--- src/hw/rtl/assert_macros.svh ---
// assertion helpers, included by the sequencer rtl
`ifndef ASSERT_MACROS_SVH
`define ASSERT_MACROS_SVH

`ifndef SYNTHESIS

// same-cycle implication
`define ASSERT_IMPL(lbl, clk, rst, ante, cons) \
  lbl: assert property (@(posedge clk) disable iff (rst) (ante) |-> (cons)) \
    else $error("same-cycle check failed");

// next-cycle implication
`define ASSERT_NEXT(lbl, clk, rst, ante, cons) \
  lbl: assert property (@(posedge clk) disable iff (rst) (ante) |=> (cons)) \
    else $error("next-cycle check failed");

`else

`define ASSERT_IMPL(lbl, clk, rst, ante, cons)
`define ASSERT_NEXT(lbl, clk, rst, ante, cons)

`endif

`endif

--- src/hw/rtl/tlsm_pkg.sv ---
package tlsm_pkg;

  // field widths
  localparam int MIN_W    = 10;
  localparam int FPM_W    = 8;
  localparam int STEP_W   = 24;
  localparam int PCT_W    = 7;
  localparam int ACT_W    = 2;
  localparam int ELAP_W   = 8;
  localparam int COUNT_W  = MIN_W + FPM_W;     // photo count
  localparam int PROD_W   = STEP_W + PCT_W;    // travel times percent
  localparam int DVSR_W   = 25;                // count times 100
  localparam int IVL_W    = 16;
  localparam int ACC_W    = 32;
  localparam int CFG_IDX_W = 3;
  localparam int CFG_DATA_W = STEP_W;

  typedef logic [COUNT_W-1:0] count_t;
  typedef logic [STEP_W-1:0]  steps_t;
  typedef logic [ACT_W-1:0]   action_t;

  // action codes
  localparam action_t ACT_TICK  = 2'd0;
  localparam action_t ACT_START = 2'd1;
  localparam action_t ACT_STOP  = 2'd2;

  // register indexes
  localparam logic [CFG_IDX_W-1:0] REG_MINUTES  = 3'd0;
  localparam logic [CFG_IDX_W-1:0] REG_FPM      = 3'd1;
  localparam logic [CFG_IDX_W-1:0] REG_TRAVEL   = 3'd2;
  localparam logic [CFG_IDX_W-1:0] REG_PERCENT  = 3'd3;
  localparam logic [CFG_IDX_W-1:0] REG_L2R      = 3'd4;

  // constants
  localparam logic [PCT_W-1:0]  PCT_RESET  = 7'd100;
  localparam logic [DVSR_W-1:0] PCT_SCALE  = 25'd100;
  localparam logic [IVL_W-1:0]  MS_PER_MIN = 16'd60000;
  localparam steps_t            STEPS_MAX  = 24'hFFFFFF;

endpackage

--- src/hw/rtl/tlsm_channels.sv ---
// input channel: one beat per item
interface tlsm_item_if import tlsm_pkg::*; ();
  logic                valid;
  logic                ready;
  action_t             action;
  logic [ELAP_W-1:0]   elapsed_ms;
  logic                motor_idle;

  modport source (output valid, action, elapsed_ms, motor_idle, input ready);
  modport sink   (input valid, action, elapsed_ms, motor_idle, output ready);
endinterface

// result channel: one beat per item
interface tlsm_result_if import tlsm_pkg::*; ();
  logic                valid;
  logic                ready;
  logic                move_valid;
  logic                move_to_end;
  steps_t              move_steps;
  logic                move_direction;
  logic                shutter_fire;
  logic                is_running;
  count_t              photos_taken;
  logic                start_refused;

  modport source (output valid, move_valid, move_to_end, move_steps, move_direction,
                  shutter_fire, is_running, photos_taken, start_refused, input ready);
  modport sink   (input valid, move_valid, move_to_end, move_steps, move_direction,
                  shutter_fire, is_running, photos_taken, start_refused, output ready);
endinterface

--- src/hw/rtl/tlsm_mul_serial.sv ---
// shift-add multiplier, one multiplier bit per cycle
module tlsm_mul_serial import tlsm_pkg::*; #(
  parameter int A_W = MIN_W,
  parameter int B_W = FPM_W
) (
  input  logic               clk,
  input  logic               rst,
  input  logic               start,
  input  logic [A_W-1:0]     a,
  input  logic [B_W-1:0]     b,
  output logic               busy,
  output logic [A_W+B_W-1:0] product
);

  localparam int P_W   = A_W + B_W;
  localparam int CNT_W = $clog2(B_W + 1);

  logic [P_W-1:0]   acc;
  logic [P_W-1:0]   a_sh;
  logic [B_W-1:0]   b_sh;
  logic [CNT_W-1:0] cnt;

  // one partial product per cycle, lsb of b first
  always_ff @(posedge clk) begin
    if (rst) begin
      busy <= 1'b0;
    end else if (start) begin
      busy <= 1'b1;
      acc  <= '0;
      a_sh <= P_W'(a);
      b_sh <= b;
      cnt  <= CNT_W'(B_W);
    end else if (busy) begin
      if (b_sh[0]) begin
        acc <= acc + a_sh;
      end
      a_sh <= a_sh << 1;
      b_sh <= b_sh >> 1;
      cnt  <= cnt - CNT_W'(1);
      if (cnt == CNT_W'(1)) begin
        busy <= 1'b0;
      end
    end
  end

  assign product = acc;

endmodule

--- src/hw/rtl/tlsm_div_serial.sv ---
// restoring divider, one quotient bit per cycle, msb first
module tlsm_div_serial import tlsm_pkg::*; #(
  parameter int N_W = PROD_W,
  parameter int D_W = DVSR_W
) (
  input  logic           clk,
  input  logic           rst,
  input  logic           start,
  input  logic [N_W-1:0] dividend,
  input  logic [D_W-1:0] divisor,
  output logic           busy,
  output logic [N_W-1:0] quotient
);

  localparam int CNT_W = $clog2(N_W + 1);

  logic [D_W-1:0]   rem;
  logic [N_W-1:0]   q_sh;
  logic [D_W-1:0]   dvsr;
  logic [CNT_W-1:0] cnt;
  logic [D_W:0]     shifted;
  logic [D_W+1:0]   trial;

  // trial subtract of the divisor from the shifted remainder
  always_comb begin
    shifted = {rem, q_sh[N_W-1]};
    trial   = {1'b0, shifted} - {2'b00, dvsr};
  end

  always_ff @(posedge clk) begin
    if (rst) begin
      busy <= 1'b0;
    end else if (start) begin
      busy <= 1'b1;
      rem  <= '0;
      q_sh <= dividend;
      dvsr <= divisor;
      cnt  <= CNT_W'(N_W);
    end else if (busy) begin
      if (trial[D_W+1]) begin
        rem  <= shifted[D_W-1:0];
        q_sh <= {q_sh[N_W-2:0], 1'b0};
      end else begin
        rem  <= trial[D_W-1:0];
        q_sh <= {q_sh[N_W-2:0], 1'b1};
      end
      cnt <= cnt - CNT_W'(1);
      if (cnt == CNT_W'(1)) begin
        busy <= 1'b0;
      end
    end
  end

  assign quotient = q_sh;

endmodule

--- src/hw/rtl/timelapse_shoot_and_move_sequencer.sv ---
// channel   dir  handshake       payload
// item      in   valid / ready   action, elapsed_ms, motor_idle
// result    out  valid / ready   move_*, shutter_fire, is_running, photos_taken, start_refused
// cfg       in   cfg_we          cfg_index, cfg_data
//
// a tick, a stop or a refused start goes from the held item through S_EXEC
// to the output register. an accepted start first runs the serial multipliers
// (photo count, travel times percent) in S_MUL, then the serial step divider
// alongside the interval divider in S_DIV.
// one item in flight; the next item is taken while a result waits in the
// output register. synchronous reset clears all sequencing state.
`include "assert_macros.svh"

module timelapse_shoot_and_move_sequencer import tlsm_pkg::*; (
  input  logic                  clk,
  input  logic                  rst,
  tlsm_item_if.sink             item,
  tlsm_result_if.source         result,
  input  logic                  cfg_we,
  input  logic [CFG_IDX_W-1:0]  cfg_index,
  input  logic [CFG_DATA_W-1:0] cfg_data
);

  localparam logic [1:0] S_IDLE = 2'd0;
  localparam logic [1:0] S_MUL  = 2'd1;
  localparam logic [1:0] S_DIV  = 2'd2;
  localparam logic [1:0] S_EXEC = 2'd3;

  logic [1:0] state;

  // configuration registers
  logic [MIN_W-1:0] moving_minutes;
  logic [FPM_W-1:0] frames_per_minute;
  steps_t           steps_full_travel;
  logic [PCT_W-1:0] distance_percent;
  logic             left_to_right;

  // sequencing state
  logic             running;
  logic             homed_phase;
  logic [ACC_W-1:0] time_acc;
  logic [IVL_W-1:0] interval_ms;
  steps_t           steps_each_photo;
  count_t           photos_remaining;
  count_t           photo_counter;

  // held item
  action_t           x_act;
  logic [ELAP_W-1:0] x_elapsed;
  logic              x_idle;
  logic              x_refused;

  // output register
  logic   res_valid;
  logic   r_mv;
  logic   r_mend;
  steps_t r_steps;
  logic   r_dir;
  logic   r_fire;
  logic   r_run;
  count_t r_taken;
  logic   r_refused;

  logic item_acc;
  logic start_ok;
  logic mul_start;
  logic div_start;
  logic cnt_busy;
  logic prod_busy;
  logic step_busy;
  logic ivl_busy;
  count_t            count;
  logic [PROD_W-1:0] prod;
  logic [DVSR_W-1:0] dvsr;
  logic [PROD_W-1:0] step_q;
  logic [IVL_W-1:0]  ivl_q;
  steps_t            step_sat;
  logic              exec_go;

  // exec results
  logic [ACC_W-1:0] acc_sum;
  logic [ACC_W-1:0] acc_next;
  logic             due;
  logic             run_next;
  logic             homed_next;
  count_t           remaining_next;
  count_t           counter_next;
  logic             e_mv;
  logic             e_mend;
  steps_t           e_steps;
  logic             e_dir;
  logic             e_fire;

  assign item.ready = (state == S_IDLE);
  assign item_acc   = item.valid && item.ready;
  assign start_ok   = (item.action == ACT_START) && (moving_minutes != '0) &&
                      (frames_per_minute != '0);
  assign mul_start  = item_acc && start_ok;
  assign div_start  = (state == S_MUL) && !cnt_busy && !prod_busy;
  assign exec_go    = (state == S_EXEC) && (!res_valid || result.ready);

  // photo count and travel product
  tlsm_mul_serial #(.A_W(MIN_W), .B_W(FPM_W)) u_mul_count (
    .clk     (clk),
    .rst     (rst),
    .start   (mul_start),
    .a       (moving_minutes),
    .b       (frames_per_minute),
    .busy    (cnt_busy),
    .product (count)
  );

  tlsm_mul_serial #(.A_W(STEP_W), .B_W(PCT_W)) u_mul_prod (
    .clk     (clk),
    .rst     (rst),
    .start   (mul_start),
    .a       (steps_full_travel),
    .b       (distance_percent),
    .busy    (prod_busy),
    .product (prod)
  );

  // floor(floor(p / c) / 100) equals floor(p / (100 c))
  assign dvsr = DVSR_W'(count) * PCT_SCALE;

  tlsm_div_serial #(.N_W(PROD_W), .D_W(DVSR_W)) u_div_steps (
    .clk      (clk),
    .rst      (rst),
    .start    (div_start),
    .dividend (prod),
    .divisor  (dvsr),
    .busy     (step_busy),
    .quotient (step_q)
  );

  // minutes cancel out of minutes * 60000 / count for a nonzero count
  tlsm_div_serial #(.N_W(IVL_W), .D_W(FPM_W)) u_div_ivl (
    .clk      (clk),
    .rst      (rst),
    .start    (div_start),
    .dividend (MS_PER_MIN),
    .divisor  (frames_per_minute),
    .busy     (ivl_busy),
    .quotient (ivl_q)
  );

  // saturate steps per photo
  assign step_sat = (step_q[PROD_W-1:STEP_W] != '0) ? STEPS_MAX : step_q[STEP_W-1:0];

  // time pass and move decision
  always_comb begin
    acc_sum  = time_acc + ACC_W'(x_elapsed);
    due      = (acc_sum >= ACC_W'(interval_ms));
    acc_next = due ? (acc_sum - ACC_W'(interval_ms)) : acc_sum;

    run_next       = (x_act == ACT_STOP) ? 1'b0 : running;
    homed_next     = homed_phase;
    remaining_next = photos_remaining;
    counter_next   = photo_counter;
    e_mv    = 1'b0;
    e_mend  = 1'b0;
    e_steps = '0;
    e_dir   = 1'b0;
    e_fire  = 1'b0;

    if (run_next && x_idle) begin
      if (!homed_phase) begin
        e_mv       = 1'b1;
        e_mend     = 1'b1;
        e_steps    = STEPS_MAX;
        e_dir      = !left_to_right;
        homed_next = 1'b1;
      end else if (due) begin
        e_fire         = 1'b1;
        counter_next   = photo_counter + COUNT_W'(1);
        e_mv           = 1'b1;
        e_steps        = steps_each_photo;
        e_dir          = left_to_right;
        remaining_next = photos_remaining - COUNT_W'(1);
        if (remaining_next == '0) begin
          run_next = 1'b0;
        end
      end
    end
  end

  always_ff @(posedge clk) begin
    if (rst) begin
      state             <= S_IDLE;
      moving_minutes    <= '0;
      frames_per_minute <= '0;
      steps_full_travel <= '0;
      distance_percent  <= PCT_RESET;
      left_to_right     <= 1'b0;
      running           <= 1'b0;
      homed_phase       <= 1'b0;
      time_acc          <= '0;
      interval_ms       <= '0;
      steps_each_photo  <= '0;
      photos_remaining  <= '0;
      photo_counter     <= '0;
      res_valid         <= 1'b0;
    end else begin
      // register writes
      if (cfg_we) begin
        unique case (cfg_index)
          REG_MINUTES: moving_minutes    <= cfg_data[MIN_W-1:0];
          REG_FPM:     frames_per_minute <= cfg_data[FPM_W-1:0];
          REG_TRAVEL:  steps_full_travel <= cfg_data[STEP_W-1:0];
          REG_PERCENT: distance_percent  <= cfg_data[PCT_W-1:0];
          REG_L2R:     left_to_right     <= cfg_data[0];
          default: ;
        endcase
      end

      // result beat taken with no new result behind it
      if (result.valid && result.ready && !exec_go) begin
        res_valid <= 1'b0;
      end

      unique case (state)
        S_IDLE: begin
          if (item_acc) begin
            x_act     <= item.action;
            x_elapsed <= item.elapsed_ms;
            x_idle    <= item.motor_idle;
            x_refused <= (item.action == ACT_START) && !start_ok;
            state     <= start_ok ? S_MUL : S_EXEC;
          end
        end
        S_MUL: begin
          if (div_start) begin
            state <= S_DIV;
          end
        end
        S_DIV: begin
          // commit the new run
          if (!step_busy && !ivl_busy) begin
            steps_each_photo <= step_sat;
            interval_ms      <= ivl_q;
            photos_remaining <= count;
            photo_counter    <= '0;
            homed_phase      <= 1'b0;
            running          <= 1'b1;
            state            <= S_EXEC;
          end
        end
        S_EXEC: begin
          if (exec_go) begin
            time_acc         <= acc_next;
            running          <= run_next;
            homed_phase      <= homed_next;
            photos_remaining <= remaining_next;
            photo_counter    <= counter_next;
            res_valid        <= 1'b1;
            r_mv             <= e_mv;
            r_mend           <= e_mend;
            r_steps          <= e_steps;
            r_dir            <= e_dir;
            r_fire           <= e_fire;
            r_run            <= run_next;
            r_taken          <= counter_next;
            r_refused        <= x_refused;
            state            <= S_IDLE;
          end
        end
        default: state <= S_IDLE;
      endcase
    end
  end

  assign result.valid          = res_valid;
  assign result.move_valid     = r_mv;
  assign result.move_to_end    = r_mend;
  assign result.move_steps     = r_steps;
  assign result.move_direction = r_dir;
  assign result.shutter_fire   = r_fire;
  assign result.is_running     = r_run;
  assign result.photos_taken   = r_taken;
  assign result.start_refused  = r_refused;

  // checks
  `ASSERT_IMPL(a_run_has_photos, clk, rst, running, photos_remaining != '0)
  `ASSERT_IMPL(a_fire_is_step, clk, rst, exec_go && e_fire, e_mv && !e_mend)
  `ASSERT_IMPL(a_units_quiet, clk, rst, state == S_IDLE,
               !cnt_busy && !prod_busy && !step_busy && !ivl_busy)
  `ASSERT_NEXT(a_tick_to_exec, clk, rst, item_acc && !start_ok, state == S_EXEC)

endmodule

--- src/flat_wrapper.sv ---
// flat-port wrapper written by rule: the top's interface ports become plain ports
module timelapse_shoot_and_move_sequencer_flat import tlsm_pkg::*;
  (clk, rst, cfg_we, cfg_index, cfg_data, item_valid, item_action, item_elapsed_ms, item_motor_idle, item_ready, result_valid, result_move_valid, result_move_to_end, result_move_steps, result_move_direction, result_shutter_fire, result_is_running, result_photos_taken, result_start_refused, result_ready);
  tlsm_item_if item_i ();
  tlsm_result_if result_i ();
  input  logic clk;
  input  logic rst;
  input  logic cfg_we;
  input  logic [CFG_IDX_W-1:0] cfg_index;
  input  logic [CFG_DATA_W-1:0] cfg_data;
  input wire logic [$bits(item_i.valid)-1:0] item_valid;
  input wire logic [$bits(item_i.action)-1:0] item_action;
  input wire logic [$bits(item_i.elapsed_ms)-1:0] item_elapsed_ms;
  input wire logic [$bits(item_i.motor_idle)-1:0] item_motor_idle;
  output wire logic [$bits(item_i.ready)-1:0] item_ready;
  output wire logic [$bits(result_i.valid)-1:0] result_valid;
  output wire logic [$bits(result_i.move_valid)-1:0] result_move_valid;
  output wire logic [$bits(result_i.move_to_end)-1:0] result_move_to_end;
  output wire logic [$bits(result_i.move_steps)-1:0] result_move_steps;
  output wire logic [$bits(result_i.move_direction)-1:0] result_move_direction;
  output wire logic [$bits(result_i.shutter_fire)-1:0] result_shutter_fire;
  output wire logic [$bits(result_i.is_running)-1:0] result_is_running;
  output wire logic [$bits(result_i.photos_taken)-1:0] result_photos_taken;
  output wire logic [$bits(result_i.start_refused)-1:0] result_start_refused;
  input wire logic [$bits(result_i.ready)-1:0] result_ready;
  assign item_i.valid = item_valid;
  assign item_i.action = item_action;
  assign item_i.elapsed_ms = item_elapsed_ms;
  assign item_i.motor_idle = item_motor_idle;
  assign item_ready = item_i.ready;
  assign result_valid = result_i.valid;
  assign result_move_valid = result_i.move_valid;
  assign result_move_to_end = result_i.move_to_end;
  assign result_move_steps = result_i.move_steps;
  assign result_move_direction = result_i.move_direction;
  assign result_shutter_fire = result_i.shutter_fire;
  assign result_is_running = result_i.is_running;
  assign result_photos_taken = result_i.photos_taken;
  assign result_start_refused = result_i.start_refused;
  assign result_i.ready = result_ready;
  timelapse_shoot_and_move_sequencer u_core (.clk(clk), .rst(rst), .item(item_i), .result(result_i), .cfg_we(cfg_we), .cfg_index(cfg_index), .cfg_data(cfg_data));
endmodule
--- config.mk ---
export PLATFORM = sky130hd
export DESIGN_NAME = timelapse_shoot_and_move_sequencer_flat
export DESIGN_NICKNAME = d
export VERILOG_FILES = /design/src/hw/rtl/tlsm_pkg.sv /design/src/hw/rtl/tlsm_channels.sv /design/src/hw/rtl/tlsm_mul_serial.sv /design/src/hw/rtl/tlsm_div_serial.sv /design/src/hw/rtl/timelapse_shoot_and_move_sequencer.sv /design/src/flat_wrapper.sv
export VERILOG_INCLUDE_DIRS = /design/src /design/src/hw/rtl
export SDC_FILE = /design/constraint.sdc
export NUM_CORES = 1
export LEC_CHECK = 0
export ABC_CLOCK_PERIOD_IN_PS = 5350
export BUFFER_PORTS_ARGS = -buffer_cell sky130_fd_sc_hd__buf_2
export CAP_MARGIN = 20
export CORE_MARGIN = 10
export CORE_UTILIZATION = 58
export CTS_CLUSTER_DIAMETER = 120
export DETAILED_ROUTE_END_ITERATION = 10
export PLACE_DENSITY = 0.75
export SLEW_MARGIN = 20
export SYNTH_ARGS = -nofsm -noshare
export SYNTH_HDL_FRONTEND = slang
export SYNTH_SLANG_ARGS = --single-unit
--- constraint.sdc ---
create_clock -name clk -period 5.35 [get_ports clk]
set_input_delay 1.07 -clock clk [delete_from_list [all_inputs] [get_ports clk]]
set_output_delay 1.07 -clock clk [all_outputs]
set_load 0.005 [all_outputs]
======== Word level (Yosys, flattened, before mapping) ========
Index checks and enable logic that the tools add are counted.
word-level totals
  word-level logic and storage cells ...... 217
  flip-flop bits (word level) ............. 468
operators by class
  $lt $le $gt $ge ......................... 1
  bitwise gates (word level) .............. 1
  eq/ne operators ......................... 20
  mux-type cells .......................... 79
  $mul .................................... 1
  $add $sub $neg .......................... 12
  reductions and logical operators ........ 55
operators by type and width
  kind                     number
  $mux W18                 13
  $mux W31                 5
  $mux W24                 4
  $pmux W18 S2             2
  $mux W25                 2
  $add A32 B8 Y32          1
  $ge A32 B16 Y1           1
  $mux W1                  32
  $mux W32                 1
  $mux W8                  4
  $sub A32 B16 Y32         1
  $add A31 B31 Y31         1
  $sub A26 B25 Y27         1
  $reduce_and A2 Y1        13
  $mul A18 B5 Y23 const B  1
  $add A18 B1 Y18 const B  1
  $add A18 B18 Y18         1
  $logic_not A18 Y1        1
  $sub A18 B1 Y18 const B  1
  $mux W16                 1
  $reduce_and A3 Y1        5
  $mux W7                  2
  $reduce_bool A2 Y1       7
  $logic_and A1 B1 Y1      12
  30 further kinds         56

======== Logic depth before layout (Yosys ltp) ========
  depth after elaboration ................. 8
  gate-level depth with buffers ........... 21

======== Hierarchy ========
From an unflattened synthesis, not the netlist that was laid out.
second synthesis, totals
  cells, all modules ...................... 2798
  area total of the unflattened synthesis .. 27771.6 µm²
by module, submodules not included
  module                                instances  area an instance (µm²)  cells an instance  sequential area each (µm²)
  timelapse_shoot_and_move_sequencer    1          13415.4                 1544               5064.9
  tlsm_div_serial (u_core.u_div_steps)  1          4973.5                  451                2602.5
  tlsm_mul_serial (u_core.u_mul_prod)   1          4660.7                  422                2182.1
  tlsm_mul_serial (u_core.u_mul_count)  1          2780.2                  234                1461.4
  tlsm_div_serial (u_core.u_div_ivl)    1          1941.9                  147                1131.1

======== Least setup slack after synthesis ========
OpenSTA, ideal clock, no wires.
  path kind ............................... input port to flip-flop
  start point ............................. in rst
  end point ............................... reg u_core.u_div_steps.cnt[0], enable pin
  path slack .............................. 627 ps
  path buffers ............................ 3
  stages on the path ...................... 4
  arrival ................................. 4243 ps
  path through ............................ clkbuf_1 clkbuf_1 buf_1 nor2_1
between the ends
  cells in the longest elaborated chain, start to end .. 2
ends and longest elaborated chain
  element                      RTL line               text
  start: declaration           flat_wrapper.sv:7      input logic rst;
  $not A1 Y1 (no line)         n/a
  $reduce_and A2 Y1 (no line)  n/a
  end signal: assignment       tlsm_div_serial.sv:38  cnt <= CNT_W'(N_W);
  end signal: assignment       tlsm_div_serial.sv:47  cnt <= cnt - CNT_W'(1);
  end: declaration             tlsm_div_serial.sv:20  logic [CNT_W-1:0] cnt;
No other way between the ends.
A chain may end at the register's enable or synchronous reset.

======== Worst setup path in the final report ========
  start point ............................. reg u_core.x_elapsed[2]
  end point ............................... reg u_core.photos_remaining[14]
between the ends
  cells in the longest elaborated chain, start to end .. 4
ends and longest elaborated chain
  element                      RTL line                                   text
  start: declaration           timelapse_shoot_and_move_sequencer.sv:49   logic [ELAP_W-1:0] x_elapsed;
  start signal: assignment     timelapse_shoot_and_move_sequencer.sv:225  x_elapsed <= item.elapsed_ms;
  $add A32 B8 Y32              timelapse_shoot_and_move_sequencer.sv:152  acc_sum = time_acc + ACC_W'(x_elapsed);
  $ge A32 B16 Y1               timelapse_shoot_and_move_sequencer.sv:153  due = (acc_sum >= ACC_W'(interval_ms));
  $ne A2 B1 Y1 (no line)       n/a
  $reduce_and A6 Y1 (no line)  n/a
  end signal: assignment       timelapse_shoot_and_move_sequencer.sv:241  photos_remaining <= count;
  end signal: assignment       timelapse_shoot_and_move_sequencer.sv:253  photos_remaining <= remaining_next;
  end: declaration             timelapse_shoot_and_move_sequencer.sv:44   count_t photos_remaining;
No other way between the ends.

==> flow_summary.json <==
{
  "max_stage_delay_ns": 0.40,
  "num_vias": 20000,
  "multiInputGateArea_sq_um": 12900,
  "grt.overflow.total": 0,
  "hold_viol": 0,
  "syn_nets": 2989,
  "cts_max_level": 2,
  "required_ns": 5.81,
  "grt_pass1_vias": 19600,
  "first_pass_iters": 5,
  "area_delta_synth_final_pct": 10.2,
  "crit_chain": "ha_1, o21ai_0, o21ai_1, nand3_4, a21oi_1, buf_4, nand4_1, xnor2_1, ha_1, nand4_1, nor3_1, nand2_1, and2_1, a32oi_2, nor4b_2, and2_4, nor2_4, nor2_1, buf_4, a221oi_1, a21oi_1",
  "clk_pin_slew_ns": 0.06,
  "min_path_type": "reg2reg",
  "syn_avg_cell_area_sq_um": 9.53,
  "die_x_um": 233,
  "relSlewSlack": 0.241,
  "nFillCells": 3556,
  "critPathTopFamily": "simple AND/OR/NAND/NOR gates",
  "clkPwrFrac": 0.234,
  "p_int_uw": 8720,
  "crit_slowest_cell": "ha_1",
  "ys_types": 94,
  "fmax_mhz": 200,
  "startpoint": "u_core.x_elapsed[2]$_DFFE_PP_",
  "p_switching_uw": 5660,
  "routed_wl_um": 61100,
  "cp.buffers_inverters": 2,
  "hpwl_um": 43100,
  "crit_type": "reg2reg",
  "dp_slack_ns": 0.167,
  "fin_ws_ns": 0.350,
  "fin_crit_ns": 5.00,
  "drive_above_1_share": 0.0918,
  "pwr-share-comb": 0.426,
  "worstMarginPinSlew_ns": 1.14,
  "start_util": 0.590,
  "leakage_uw": 0.0117,
  "power_per_cell_area_nw_per_um2": 498,
  "yosysTopAreaCell": "edfxtp_1",
  "synthArstFlopShare": 0,
  "synthCells": 2752,
  "yosysSeqAreaShare": 0.472,
  "ys.flop_type": "edfxtp_1",
  "first_iter_violations": 1448,
  "cap_viol_max_count": 0,
  "tns_ns": 0,
  "synth.area.top_cells": "edfxtp_1, dfxtp_1, ha_1",
  "setup.worst_path.end_class": "flip-flop",
  "final_cell_area_sq_um": 28900,
  "finalSetupViolations": 0,
  "ff_latch_area_sq_um": 12400,
  "skew_ns": 0.0233,
  "diodes": 0,
  "cp.arrival_ns": 5.46,
  "synthesis.area_sq_um": 26200,
  "slew_viol_final": 0,
  "gp_congestion": 0.898,
  "cts-buffers-inserted": 49,
  "cts_tree": "done",
  "final_cells": 3446,
  "chipHeight_um": 233,
  "postRouteAntennaNets": 0,
  "status": "finished clean",
  "placed_area_sq_um": 27300,
  "p_total_uw": 14400,
  "yosysWarningCount": 0,
  "start_kind": "flip-flop",
  "dpl.cell_count": 3354,
  "dieArea_sq_um": 54100,
  "cts.sinks": 468,
  "hp-start": "u_core.steps_full_travel[17]$_SDFFE_PP0P_",
  "nNetsFinal": 3050,
  "portBuffers": 92,
  "io_pins": 93,
  "worst-path-max-fanout": 16,
  "insertion_delay_ns": 0.62,
  "vdd_drop_max_v": 0.000561,
  "drc_errors": 0,
  "core_region_area_sq_um": 44400,
  "period_share": 0.935,
  "grt_pass1_wl_um": 98600,
  "switching_share": 0.394,
  "ys_seq_elements": 468,
  "cts_buffer_depth": 3,
  "synth_top_area_frac": 0.345,
  "via_per_inst": 5.81,
  "reg2reg_from": "u_core.x_elapsed[2]$_DFFE_PP_",
  "seqPwrFrac": 0.340,
  "grt_max_degree": 94,
  "antenna_found_initial": 1,
  "grtUsageTotal": 0.220,
  "rows": 77,
  "cts_root_buffer": "clkbuf_16",
  "synth_edf_count": 301,
  "routedWlPerCell_um": 17.7,
  "cts_setup_buffers": 0
}
[flip-flops by register name, summed over array words and instances (netlist names), 16 cells and up]
signal                       cells
u_core.interval_ms              16
u_core.photo_counter            18
u_core.photos_remaining         18
u_core.result.move_steps        24
u_core.result.photos_taken      18
u_core.steps_each_photo         24
u_core.steps_full_travel        24
u_core.time_acc                 32
u_core.u_div_ivl.quotient       16
u_core.u_div_steps.dvsr         23
u_core.u_div_steps.quotient     31
u_core.u_div_steps.rem          25
u_core.u_mul_count.a_sh         18
u_core.u_mul_count.product      18
u_core.u_mul_prod.a_sh          31
u_core.u_mul_prod.product       31
[layout make-up]
class                      count  area share
multi-input combinational   2019       0.446
sequential                   468       0.429
inverter                     152      0.0198
tap                          592      0.0256
clock buffer                  78      0.0498
clock inverter                14     0.00533
timing repair buffer         123      0.0249
[tightest hold or removal path, stage by stage, from the launching register on]
cell	delay [ns]
dfxtp_1	0.31
nand2_1	0.05
a21oi_1	0.05
[per-stage QoR]
step,utilization,hold slack [ns]
floorplan,-,0.400
global placement,0.614,0.442
detailed placement,0.614,0.448
CTS,0.650,0.456
global route,0.650,0.474
finish,0.650,0.457
[layout by cell type, fill, tap and decap left out, types with 8 or more instances in the layout]
master and n:
edfxtp_1 301, and2_1 43, o21bai_1 11, nor3_1 69, clkbuf_16 51, nand2b_1 30
a211oi_1 23, nor2_1 260, buf_2 91, o211ai_1 9, nand2_1 483, o21a_1 39
a311oi_2 8, nor2b_1 23, a31oi_1 28, or2_2 15, dfxtp_1 167, buf_4 30
o31ai_1 13, ha_1 175, nor4_1 13, inv_1 152, or3_1 18, o21ai_1 13
xor2_1 47, fa_1 19, o21ai_0 83, clkbuf_1 21, a21o_1 38, xnor2_1 107
a22oi_1 9, and3_1 25, a21oi_1 165, mux2i_1 31, nand3_1 54, nand4_1 24
[logic make-up (layout without fill, tap and decap cells)]
group           Yosys count  count (layout)  synth area share
compound gates          521             521             0.131
xor+xnor                154             154            0.0515
fa+ha+maj               194             194            0.0980
buf+inv                 265             367            0.0399
flops                   468             468             0.472
mux                      35              35            0.0136
simple gates           1115            1115             0.194
[synth_stat cells, types with 47 or more instances]
cell type and n:
xnor2_1 107, a21oi_1 165, xor2_1 47, edfxtp_1 301, nand2_1 484, dfxtp_1 167, nor3_1 69, clkbuf_1 86
inv_1 152, ha_1 175, nand3_1 54, o21ai_0 83, nor2_1 269
[timing repair]
item | in CTS | in global routing
hold buffers | 0 | 0
gates resized for setup | 0 | 5
hold endpoints to repair | 0 | 0
setup endpoints to repair | 0 | 17
[per-layer routing]
layer,vias up,share of wire,GRT usage
met5,-,0,0
met4,0,0.033,0.0807
met3,118,0.052,0.0370
met2,485,0.48,0.368
met1,9622,0.44,0.281
li1,9805,-,-
[worst paths after layout]
check,slack (ns),endpoint,cells after the start
min reg2reg,0.46,u_core.steps_full_travel[17]$_SDFFE_PP0P_,2
max reg2reg,0.35,u_core.photos_remaining[14]$_SDFFE_PP0P_,21
min,0.46,u_core.steps_full_travel[17]$_SDFFE_PP0P_,2
max,0.35,u_core.photos_remaining[14]$_SDFFE_PP0P_,21
[power by group through the flow]
| stage | clock network (uW) | registers [uW] | logic, uW |
|---|---|---|---|
| 4_1_cts | 3430 | 4880 | 6020 |
| 6_report | 3370 | 4890 | 6120 |
| 3_5_place_dp | 0 | 4950 | 5980 |
| 3_3_place_gp | 0 | 4930 | 5810 |
| 5_1_grt | 3570 | 4940 | 6740 |
| 2_1_floorplan | 0 | 4830 | 4640 |
(Power assumes the default switching activity.)
